===== src/rtl/core/fmpp_pkg.sv =====
// Package with the shared types, codes and helper functions of the prefix policy table.
`timescale 1ns / 1ps
package fmpp_pkg;

    // Opcodes of an input transaction.
    localparam logic [2:0] OP_EVAL   = 3'd0;
    localparam logic [2:0] OP_BEGIN  = 3'd1;
    localparam logic [2:0] OP_GROUP  = 3'd2;
    localparam logic [2:0] OP_SOURCE = 3'd3;
    localparam logic [2:0] OP_APPEND = 3'd4;
    localparam logic [2:0] OP_COMMIT = 3'd5;

    // Action codes.
    localparam logic [1:0] ACT_ACCEPT = 2'd0;
    localparam logic [1:0] ACT_NEXT   = 2'd2;

    // Status codes.
    localparam logic [1:0] ST_OK      = 2'd0;
    localparam logic [1:0] ST_INVALID = 2'd1;
    localparam logic [1:0] ST_FULL    = 2'd2;

    // Longest legal prefix.
    localparam logic [7:0] MAX_PREFIX = 8'd128;

    typedef struct packed {
        logic [2:0]  opcode;
        logic [63:0] addr_hi;
        logic [63:0] addr_lo;
        logic [63:0] src_hi;
        logic [63:0] src_lo;
        logic        src_present;
        logic [7:0]  prefix_len;
        logic        clause_present;
        logic [1:0]  action;
        logic [31:0] entry_number;
        logic [31:0] entry_term;
    } t_item;

    typedef struct packed {
        logic [1:0] result_action;
        logic [1:0] status;
    } t_result;

    // Command class decided by the front end.
    typedef enum logic [2:0] {
        K_EVAL,
        K_BEGIN,
        K_GROUP,
        K_SOURCE,
        K_APPEND,
        K_COMMIT,
        K_BAD
    } t_kind;

    typedef struct packed {
        t_kind kind;
        t_item item;
    } t_cmd;

    // Stored prefix clause.
    typedef struct packed {
        logic [127:0] net;
        logic [7:0]   len;
    } t_clause;

    // Per-entry flags and action.
    typedef struct packed {
        logic       gused;
        logic       sused;
        logic [1:0] action;
    } t_meta;

    typedef enum logic {
        S_IDLE,
        S_SCAN
    } t_state;

    // Network mask for a prefix length; lengths of 128 and more give all ones.
    function automatic logic [127:0] prefix_mask(input logic [7:0] len);
        prefix_mask = ~({128{1'b1}} >> len);
    endfunction

    // Sort an opcode into its command class.
    function automatic t_kind classify(input logic [2:0] op);
        t_kind k;
        unique case (op)
            OP_EVAL:   k = K_EVAL;
            OP_BEGIN:  k = K_BEGIN;
            OP_GROUP:  k = K_GROUP;
            OP_SOURCE: k = K_SOURCE;
            OP_APPEND: k = K_APPEND;
            OP_COMMIT: k = K_COMMIT;
            default:   k = K_BAD;
        endcase
        classify = k;
    endfunction

endpackage


===== src/rtl/core/fmpp_front.sv =====
// Front end: accepts input transactions, classifies them and queues them for the back end.
`timescale 1ns / 1ps
module fmpp_front
    import fmpp_pkg::*;
(
    input  logic  i_clk,
    input  logic  i_rst_n,
    input  logic  i_push,
    output logic  o_full,
    input  t_item i_item,
    output t_cmd  o_cmd,
    output logic  o_cmd_valid,
    input  logic  i_cmd_ready
);

    logic [1:0] r_count, n_count;
    logic       r_head, n_head;
    logic       r_tail, n_tail;
    t_cmd       r_slot [2];
    logic       push_ok, pop_ok;

    assign o_full      = (r_count == 2'd2);
    assign o_cmd_valid = (r_count != 2'd0);
    assign o_cmd       = r_slot[r_head];
    assign push_ok     = i_push && !o_full;
    assign pop_ok      = o_cmd_valid && i_cmd_ready;

    // Queue pointers and fill count.
    always_comb begin
        n_head  = pop_ok ? ~r_head : r_head;
        n_tail  = push_ok ? ~r_tail : r_tail;
        n_count = r_count + {1'b0, push_ok} - {1'b0, pop_ok};
    end

    always_ff @(posedge i_clk) begin
        if (!i_rst_n) begin
            r_count <= 2'd0;
            r_head  <= 1'b0;
            r_tail  <= 1'b0;
        end else begin
            r_count <= n_count;
            r_head  <= n_head;
            r_tail  <= n_tail;
        end
    end

    // Store the classified transaction.
    always_ff @(posedge i_clk) begin
        if (push_ok) begin
            r_slot[r_tail] <= '{kind: classify(i_item.opcode), item: i_item};
        end
    end

endmodule


===== config.mk =====
export PLATFORM = sky130hd
export DESIGN_NAME = fmpp_front
export DESIGN_NICKNAME = d
export VERILOG_FILES = /design/src/rtl/core/fmpp_pkg.sv /design/src/rtl/core/fmpp_front.sv
export SDC_FILE = /design/constraint.sdc
export NUM_CORES = 1
export LEC_CHECK = 0
export BUFFER_PORTS_ARGS = -buffer_cell sky130_fd_sc_hd__buf_2
export CORE_AREA = 4 4 263 265
export DETAILED_ROUTE_END_ITERATION = 8
export DIE_AREA = 0 0 267 269
export GPL_ROUTABILITY_DRIVEN = 1
export PLACE_DENSITY = 0.71
export SYNTH_ARGS = -nofsm -noshare
export SYNTH_HDL_FRONTEND = slang
export SYNTH_SLANG_ARGS = --single-unit

===== constraint.sdc =====
create_clock -name i_clk -period 19.9 [get_ports i_clk]
set_input_delay 2.985 -clock i_clk [delete_from_list [all_inputs] [get_ports i_clk]]
set_output_delay 2.985 -clock i_clk [all_outputs]
set_load 0.05 [all_outputs]

[After elaboration in Yosys (flattened, before gate mapping)]
Memories as Yosys holds them, arrays and structs flattened. A register that Yosys moved wholly into a read port is not among the register bits.
Cells that the tools add are included.
Storage, ports and cells
  input port bits: 339
  bits in writable memories: 676
  output and inout bits: 340
  memories: 1
  word-level logic and storage cells: 25
  register bits after elaboration: 4
Operators by class
  bitwise logic cells: 2
  add/sub/neg operators: 2
  eq/ne operators: 6
  reductions and logical operators: 5
  mux-type cells: 6
Memory list
  r_slot: words 2, bits a word 338, read ports 1, clocked after Yosys merged registers in 1, write ports 1, line fmpp_front.sv:19  | t_cmd r_slot [2];
Operators with widths (count)
  one-hot mux 3 bit (6 select lines): 1
  equality test 3 x 2 -> 1 bit, second input constant: 2
  equality test 3 bit, second input constant: 2
  two-way mux 1 bit: 4
  equality test 3 x 1 -> 1 bit, second input constant: 1
  logical NOT 3 bit: 1
  two-way mux 3 bit: 1
  adder 2 x 1 -> 2 bit: 1
  equality test 2 bit, second input constant: 1
  logical AND 1 bit: 2
  NOT 1 bit: 2
  nonzero test 2 bit: 1
  subtractor 2 x 1 -> 2 bit: 1
  logical NOT 1 bit: 1

[Depth between registers and ports, before layout]
Gate-level depths: netlist (run 1).
  word-level depth: 5
  mapped depth: 8
  depth with buffers taken out: 8

[Least setup slack after synthesis (run 1)]
Ideal clock, no wire load.
  kind: in2reg
  start: input port i_push
  end: memory r_slot[0][0] (netlist name) (enable)
  arrival time: 17.068 ns
  setup time: 1.044 ns
  slack: 1.788 ns
  buffers on the path: 0
  data required time: 18.856 ns
  stages: 2
  cell sequence: nand2_1 > nor2_1
Between the ends
  word-level cells in the longest chain between the ends: 3
RTL lines
  start: declaration: line fmpp_front.sv:8  | input logic i_push,
  logical AND 1 bit: line fmpp_front.sv:25  | assign push_ok = i_push && !o_full;
  two-way mux 1 bit: line fmpp_front.sv:49  | if (push_ok) begin
  two-way mux 1 bit (implied by the code): line fmpp_front.sv:50  | r_slot[r_tail] <= '{kind: classify(i_item.opcode), item: i_item};
  end: declaration: line fmpp_front.sv:19
No other way between the ends.

==> results of run 1 <==
-- cells by family (layout without fill, tap and decap cells) --
group,count (synthesis),count (layout)
compound gates,2,2
xor+xnor,3,3
fa+ha+maj,2,2
buf+inv,42,821
flops,681,681
mux,339,339
other cells,0,14
simple gates,11,11
-- worst max-delay path: stages, from the launching register on --
cell and delay (ps):
dfxtp_4 810, buf_4 820, buf_4 770, buf_4 870, mux2_4 360, buf_2 210
-- metal layers --
layer	routed length [µm]	up-vias	GRT usage [%]
li1	-	5795	-
met1	21200	6433	16.9
met2	30700	457	26.6
met3	4330	122	5.05
met4	2110	10	7.10
met5	61	-	0
-- state kept, by name, summed over array words and instances, names as in the netlist, named ones only --
signal and count:
r_count 2, r_slot 676, r_head 1, r_tail 1
-- report_power, final --
part	internal (µW)	leakage [µW]	total [µW]	switching, µW
registers	1810	0.00636	1860	59.1
clock network	716	0.00108	1260	540
logic	511	0.00511	1680	1170
total	3030	0.0125	4800	1770
-- cell type report --
class	count	area, µm²
inverters	2	7.51
multi-input cells	357	5090
well taps	873	1090
repair buffers	693	3510
fillers	5482	34400
flip-flops and latches	681	20400
clock inverters	34	308
clock buffers	92	1920
diodes	14	35.0
-- worst min path at each step --
stage / from / end / slack (ps) / depth (start not counted)
detailed placement: r_tail / r_tail / 530 / 2
CTS: r_tail / r_tail / 550 / 2
finish: r_tail / r_tail / 540 / 2
global placement: r_tail / r_tail / 510 / 2
floorplan: r_tail / r_tail / 450 / 2
global route: r_head / flip-flop / 580 / 2
-- cells in the final DEF, fill, tap and decap left out, drive strengths merged --
| cell type | netlist | layout |
|---|---|---|
| nor2 | 1 | 1 |
| nand2 | 2 | 2 |
| and3 | 1 | 1 |
| clkbuf | 2 | 92 |
| mux2i | 1 | 1 |
| diode | 0 | 14 |
| nand2b | 2 | 2 |
| or2 | 1 | 1 |
| dfxtp | 5 | 5 |
| a21boi | 1 | 1 |
| xnor2 | 3 | 3 |
| and2 | 2 | 2 |
| ha | 2 | 2 |
| bufinv | 0 | 2 |
| mux2 | 338 | 338 |
| clkinvlp | 0 | 1 |
| inv | 2 | 6 |
| nor2b | 2 | 2 |
| buf | 38 | 693 |
| o21a | 1 | 1 |
| edfxtp | 676 | 676 |
| clkinv | 0 | 27 |
-- stage by stage --
| stage | power, µW | cells |
|---|---|---|
| final | 4800 | 2746 |
| after global routing | 4980 | 2743 |
| after CTS | 4860 | 2732 |
| after detailed placement | 3590 | 2606 |
| after global placement | 3560 | 2606 |
| after floorplan | 3400 | 1080 |
==> results.md, run 1 <==
* WHS at 540 ps
* Initial Util at 39.2%
* Max-slew violations at 0
* Max_slew headroom at 24.3%
* Pre-CTS WS at 12,870 ps
* Critical Path AT at 4620 ps
* Hold Path Class: flip-flop to flip-flop
* Detailed Place HPWL at 41.2 mm
* Fmax at 131 MHz
* I/O pin count at 679
* Routability cong. at 0.783
* Top FF cell, synth: edfxtp_1
* Clock latency on the worst-skew pair at 610 ps
* Final setup fails at 0
* CTS tree: done
* Register bit total from synthesis at 681
* Post-synth top area share at 77.5%
* DRC at 0
* Setup Crit Path Kind: flip-flop to output port
* Post-CTS resize count at 0
* Vias per inst at 4.67
* Pleak at 0.0125 µW
* Vias post-DR at 12,800
* CTS Sinks at 681
* Fraction of registers with async set/reset at 0%
* Mux share of post-synthesis cell area at 18.9%
* List of most frequent post-synthesis cells: edfxtp_1 (676), mux2_4 (301), mux2_2 (37)
* Mapped Area at 0.0262 mm²
* Max-capacitance violation count at 0
* Chip Height at 269 µm
* Final nets at 2,149
* Worst R2R Setup Slack at 16,000 ps
* Adder-Cell Fraction of Synth Area at 0.0955%
* Final instance area at 0.0324 mm²
* Yosys warns at 0
* Final Hold Fails at 0
* Clock skew at 25.9 ps
* Total gr overflow at 0
* Routed wire length at 58.4 mm
* DRT iter0 DRCs at 1,010
* Vias in the first global route at 13,600
* Total GRT Usage at 15.2%
* Cell with the most instances after synthesis: edfxtp_1
* Outcome: finished, final reports clean
* Core area at 0.0668 mm²
* Max VDD drop at 0.107 mV
* Compound-cell area share of the yosys netlist at 0.0573%
* R2R Path Start: r_count[0]
* Worst reg2reg path endpoint: r_slot[0][126]
* Yosys cell types at 21
* Worst setup margin at 12,290 ps
* Layout area overhead at 23.5%
* Simple-gate area share of the yosys netlist at 0.234%
* Initial antenna violation count at 19
* Worst-path clk slew at 60 ps
* CP Data Required Time at 16,910 ps
* Setup TNS at 0 ps
* Mapped Avg Cell Area at 24.3 µm²
* RSZ-0062 raised after global routing: no
* Chip Width at 267 µm
* Layout cells sized above 1 at 60.7%
* Number of H-tree levels at 3
* XOR/XNOR Fraction of Synth Area at 0.100%
* CTS buffer count at 73
* Clock root cell: clkbuf_16
* Residual antenna-violating net count after detailed routing at 0
* CTS Hold Bufs at 0
* Worst r2r path cells at 6
* Drt wl/cell at 21.3 µm
* Part of the Yosys area used for sequential elements at 77.9%
* Crit path to: o_cmd[124]
* Worst setup SP type: flip-flop
* Postcts setup bufs at 0
* Top post-synthesis cells by area: edfxtp_1 (77%), mux2_4 (17%), buf_12 (2.5%), mux2_2 (1.6%), dfxtp_1 (0.38%)
* First-pass GRT wire length at 82.3 mm
* Std cell rows at 95
* Synth Net Count at 1,421
* Critical path peak fanout at 56
* Final Core Density at 48.4%
* Slew @ Worst Pin at 1140 ps
* Leading area contributor after synthesis: edfxtp_1
* Post-DP Area at 0.0301 mm²
* CTS Buffer Depth at 3
* Crit. End Element: output port
* IO buf count at 678
* Post-synth EDFFs at 676
* Total die area at 0.0718 mm²
* Largest net degree at the start of global routing at 77
* Final Cycle Share at 38.2%
* Final min period at 7610 ps
* Cell count after synthesis at 1,080
* Pre-antenna DRT Iters at 5
* Power Density at 148 mW/mm²
* Main combinational cell family by area after synthesis: multiplexers
(Power assumes the default switching activity.)
==> run 2, diff against run 1 <==
==> constraint.sdc (replaced) <==
create_clock -name i_clk -period 7.6 [get_ports i_clk]
set_input_delay 1.14 -clock i_clk [delete_from_list [all_inputs] [get_ports i_clk]]
set_output_delay 1.14 -clock i_clk [all_outputs]
set_load 0.05 [all_outputs]
==> run 2 against run 1 <==
Clock-buffer cell count fell by 3. Core utilization rose by 0.52 points. Worst setup slack got worse by 8900 ps. Final area rose by 1.1%. Sequential share of layout area fell by 0.66 points. Global-route usage rose by 0.22 points. Largest power group unchanged.
==> results.md, run 2 (synthesis results as in run 1) <==
* Residual antenna-violating net count after detailed routing at 0
* Std cell rows at 95
* CTS buffer count at 73
* Routed wire length at 59.8 mm
* Multi-input logic area at 0.00509 mm²
* Layout cells sized above 1 at 61.1%
* Clock root cell: clkbuf_16
* Worst-path clk slew at 60 ps
* Clock skew at 22.9 ps
* Power Density at 398 mW/mm²
* Worst setup SP type: flip-flop
* DRT iter0 DRCs at 902
* Crit-path cells: buf_12 -> mux2_4 -> buf_2
* Chip Height at 269 µm
* Final Cycle Share at 54.7%
* WP depth at 3
* First-pass GRT wire length at 83.2 mm
* Outcome: finished, final reports clean
* Max VDD drop at 0.257 mV
* Worst R2R Setup Slack at 5180 ps
* Max reg flops at 676
* CTS Buffer Depth at 3
* Crit. End Element: output port
* Total die area at 0.0718 mm²
* Detailed Place HPWL at 41.6 mm
* Core area at 0.0668 mm²
* Worst setup margin at 3440 ps
* CP peak stage delay at 850 ps
* Final nets at 2,142
* Crit path to: o_cmd[247]
* Max_slew headroom at 20.6%
* R2R Path Start: r_count[0]
* CP Data Required Time at 6460 ps
* Fmax at 240 MHz
* Postcts setup bufs at 0
* Critical Path AT at 3020 ps
* Vias in the first global route at 13,700
* Fillcell total at 5,436
* Final Hold Fails at 0
* Pre-CTS WS at 4070 ps
* Final min period at 4160 ps
* Worst path slowest cell: dfxtp_4
* CTS Sinks at 681
* Final setup fails at 0
* Commonest non-fill, non-tap cell in the layout: buf_2
* Number of H-tree levels at 3
* DRC at 0
* Reg area at 0.0204 mm²
* Critical path peak fanout at 122
* Pre-antenna DRT Iters at 5
* Max-slew violations at 0
* Max-capacitance violation count at 0
* Setup Crit Path Kind: flip-flop to output port
* Worst r2r path cells at 4
* Initial Util at 39.2%
* Chip Width at 267 µm
* Total gr overflow at 0
* Layout area overhead at 24.8%
* Total GRT Usage at 15.4%
* Post-CTS resize count at 0
* Worst reg2reg path endpoint: r_slot[0][57]
* RSZ-0062 raised after global routing: no
* IO buf count at 678
* CTS tree: done
* Critical path buffer and inverter count at 2
* Setup TNS at 0 ps
* Hold Path Class: flip-flop to flip-flop
* Most frequent cells in the layout: buf_2 (678), edfxtp_1 (676), mux2_4 (301)
* Clock latency on the worst-skew pair at 600 ps
* I/O pin count at 679
* Cell family with most CP delay: buffers and inverters
* Register bank with the most flops: r_slot
* Largest net degree at the start of global routing at 167
* Slew @ Worst Pin at 1190 ps
* Regs by FF count: r_slot x676, r_count x2
* WHS at 514 ps
* CTS Hold Bufs at 0
* Drt wl/cell at 21.8 µm
* Routability cong. at 0.816
* Vias per inst at 4.69
* Pleak at 0.0127 µW
* Initial antenna violation count at 22
* Vias post-DR at 12,900
==> run 2: worst min-delay path by stage <==
stage           endpoint   start  slack (ps)  cells past startpoint
2_1_floorplan     r_tail  r_tail         490                      2
5_1_grt           r_tail  r_tail         570                      2
3_3_place_gp      r_tail  r_tail         510                      2
3_5_place_dp      r_tail  r_tail         520                      2
4_1_cts        flip-flop  r_head         530                      2
6_report       flip-flop  r_head         510                      2
==> run 2: power by group <==
group | switching [µW] | total [µW] | internal, µW
Combinational | 3040 | 4400 | 1360
Clock | 1430 | 3710 | 2280
Sequential | 166 | 4900 | 4730
==> run 2: layout make-up <==
class	instances	share of cell area, %
Antenna cell	15	0.115
Clock buffer	89	5.93
Clock inverter	45	1.86
Inverter	2	0.0230
Multi-Input combinational cell	357	15.6
Sequential cell	681	62.4
Tap cell	873	3.34
Timing Repair Buffer	686	10.8
==> run 2: worst reg2reg max path: cells and delay by family (launching register included) <==
kind / cells / cell delay [ps]
AND/OR/NAND/NOR: 3 / 730
buffers and inverters: 1 / 540
flip-flops: 1 / 370
==> run 2: per-layer routing <==
metal,up-vias,track usage [%],part of all wire (%)
met4,12,7.02,3.5
li1,5784,-,-
met5,-,0,0.12
met3,136,5.77,8.6
met1,6447,16.4,35
met2,498,27.4,53
==> run 2: metrics by stage <==
| stage | utilization, % | power [µW] | instances | cell area [µm²] |
|---|---|---|---|---|
| after global placement | 45.1 | 9330 | 2599 | 30100 |
| after CTS | 48.9 | 13100 | 2733 | 32700 |
| after detailed placement | 45.1 | 9390 | 2599 | 30100 |
| after floorplan | - | 8720 | 1080 | 26200 |
| after global routing | 48.9 | 13500 | 2743 | 32700 |
| final | 49.0 | 13000 | 2748 | 32700 |
==> run 3, diff against run 2 <==
==> constraint.sdc (replaced) <==
create_clock -name i_clk -period 4.2 [get_ports i_clk]
set_input_delay 0.63 -clock i_clk [delete_from_list [all_inputs] [get_ports i_clk]]
set_output_delay 0.63 -clock i_clk [all_outputs]
set_load 0.05 [all_outputs]
==> run 3 against run 2 <==
Clock-buffer cell count decreased by 9. Critical path type unchanged. Critical endpoint is now o_cmd[136]. Highest routed layer unchanged. Worst setup slack got worse by 2400 ps. Sequential share of layout area increased by 0.055 points.
==> results.md, run 3 (synthesis results as in run 1) <==
* Total die area at 0.0718 mm²
* R2R Path Start: r_count[0]
* Max VDD drop at 0.461 mV
* Routability cong. at 0.876
* Postcts setup bufs at 0
* Clock root cell: clkbuf_16
* Crit. End Element: output port
* Layout cells sized above 1 at 61.6%
* Critical path peak fanout at 51
* Pre-antenna DRT Iters at 5
* Std cell rows at 95
* CTS Sinks at 681
* Final setup fails at 0
* Hold Path Class: primary input to flip-flop
* Vias post-DR at 13,000
* Drt wl/cell at 22.1 µm
* Number of H-tree levels at 3
* Final Cycle Share at 75.9%
* Worst r2r path cells at 5
* Chip Height at 269 µm
* Register bank with the most flops: r_slot
* Core area at 0.0668 mm²
* CTS tree: done
* Worst setup margin at 1010 ps
* Worst path slowest cell: dfxtp_4
* I/O pin count at 679
* Detailed Place HPWL at 44.5 mm
* Clock skew at 23.0 ps
* Final Hold Fails at 0
* Fmax at 314 MHz
* Total gr overflow at 0
* Layout area overhead at 24.7%
* Regs by FF count: r_slot x676, r_count x2
* Final min period at 3190 ps
* Final nets at 2,166
* Most frequent CP cell: buf_12
* Slew @ Worst Pin at 704 ps
* Pre-CTS WS at 1600 ps
* Max-capacitance violation count at 0
* CTS Hold Bufs at 0
* CP peak stage delay at 700 ps
* Post-DP Area at 0.0304 mm²
* Power Density at 703 mW/mm²
* Dpl cells at 2,625
* Worst Hold End: r_slot[1][245]
* IO buf count at 678
* Total GRT Usage at 16.0%
* RSZ-0062 raised after global routing: no
* Worst reg2reg path endpoint: r_slot[0][13]
* Commonest non-fill, non-tap cell in the layout: buf_2
* DRC at 0
* Worst-path clk slew at 60 ps
* First-pass GRT wire length at 85.5 mm
* Chip Width at 267 µm
* Max_slew headroom at 53.1%
* Worst setup SP type: flip-flop
* Residual antenna-violating net count after detailed routing at 0
* Initial Util at 39.2%
* CP Data Required Time at 3570 ps
* DRT iter0 DRCs at 864
* Most frequent cells in the layout: buf_2 (678), edfxtp_1 (676), mux2_4 (301)
* Critical Path AT at 2560 ps
* Post-CTS resize count at 0
* CTS buffer count at 71
* CTS Buffer Depth at 3
* Final instance area at 0.0327 mm²
* Setup Crit Path Kind: flip-flop to output port
* Vias per inst at 4.73
* Clock latency on the worst-skew pair at 600 ps
* Initial antenna violation count at 5
* Worst Hold Path Cells at 1
* Crit-path cells: buf_12 -> buf_12 -> mux2_4 -> buf_2
* Finished Layout Cells at 2,753
* Vias in the first global route at 13,900
* Max reg flops at 676
* Worst R2R Setup Slack at 1940 ps
* Pleak at 0.0127 µW
* HP Start: i_item[245]
* Largest net degree at the start of global routing at 107
* Routed wire length at 60.9 mm
* Outcome: finished, final reports clean
* Max-slew violations at 0
-- run 3: layout make-up --
class | count | area (µm²)
Sequential cell | 681 | 20400
Tap cell | 873 | 1090
Clock buffer | 80 | 1810
Antenna cell | 4 | 10.0
Fill cell | 5493 | 34100
Clock inverter | 44 | 435
Inverter | 2 | 7.51
Multi-Input combinational cell | 357 | 5100
Timing Repair Buffer | 712 | 3810
-- run 3: worst max path at each step --
| stage | slack, ps | end |
|---|---|---|
| 2_1_floorplan | -1890 | r_slot[0][0] |
| 3_3_place_gp | 1660 | o_cmd[172] |
| 3_5_place_dp | 1600 | o_cmd[136] |
| 4_1_cts | 930 | o_cmd[136] |
| 5_1_grt | 900 | o_cmd[172] |
| 6_report | 1010 | o_cmd[136] |
-- run 3: report_power, final --
| group | leakage [µW] | internal, µW | switching, µW |
|---|---|---|---|
| Combinational | 0.00525 | 2520 | 5590 |
| Sequential | 0.00636 | 8540 | 287 |
| Clock | 0.00110 | 3500 | 2540 |
-- run 3: worst max-delay path, delay by kind of cell (launching register included) --
family / cells / cell delay [ps]
DFF: 1 / 700
buffers and inverters: 3 / 850
muxes: 1 / 340
-- run 3: metal layers --
metal	track usage, %	vias to the layer above	wire length (µm)	part of all wire (%)
li1	-	5810	-	-
met1	17.2	6604	21600	36
met2	29.9	494	33300	55
met3	4.01	108	4070	6.7
met4	6.48	4	1860	3.1
met5	0	-	27	0.044
-- run 3: through the flow --
stage          hold WS (ps)  util [%]  total power, µW  TNS [ps]
2_1_floorplan           487         -            15800   -969860
3_3_place_gp            508      45.5            17000         0
3_5_place_dp            514      45.5            17100         0
4_1_cts                 151      48.9            23200         0
5_1_grt                 166      48.9            23800         0
6_report                218      48.9            23000         0
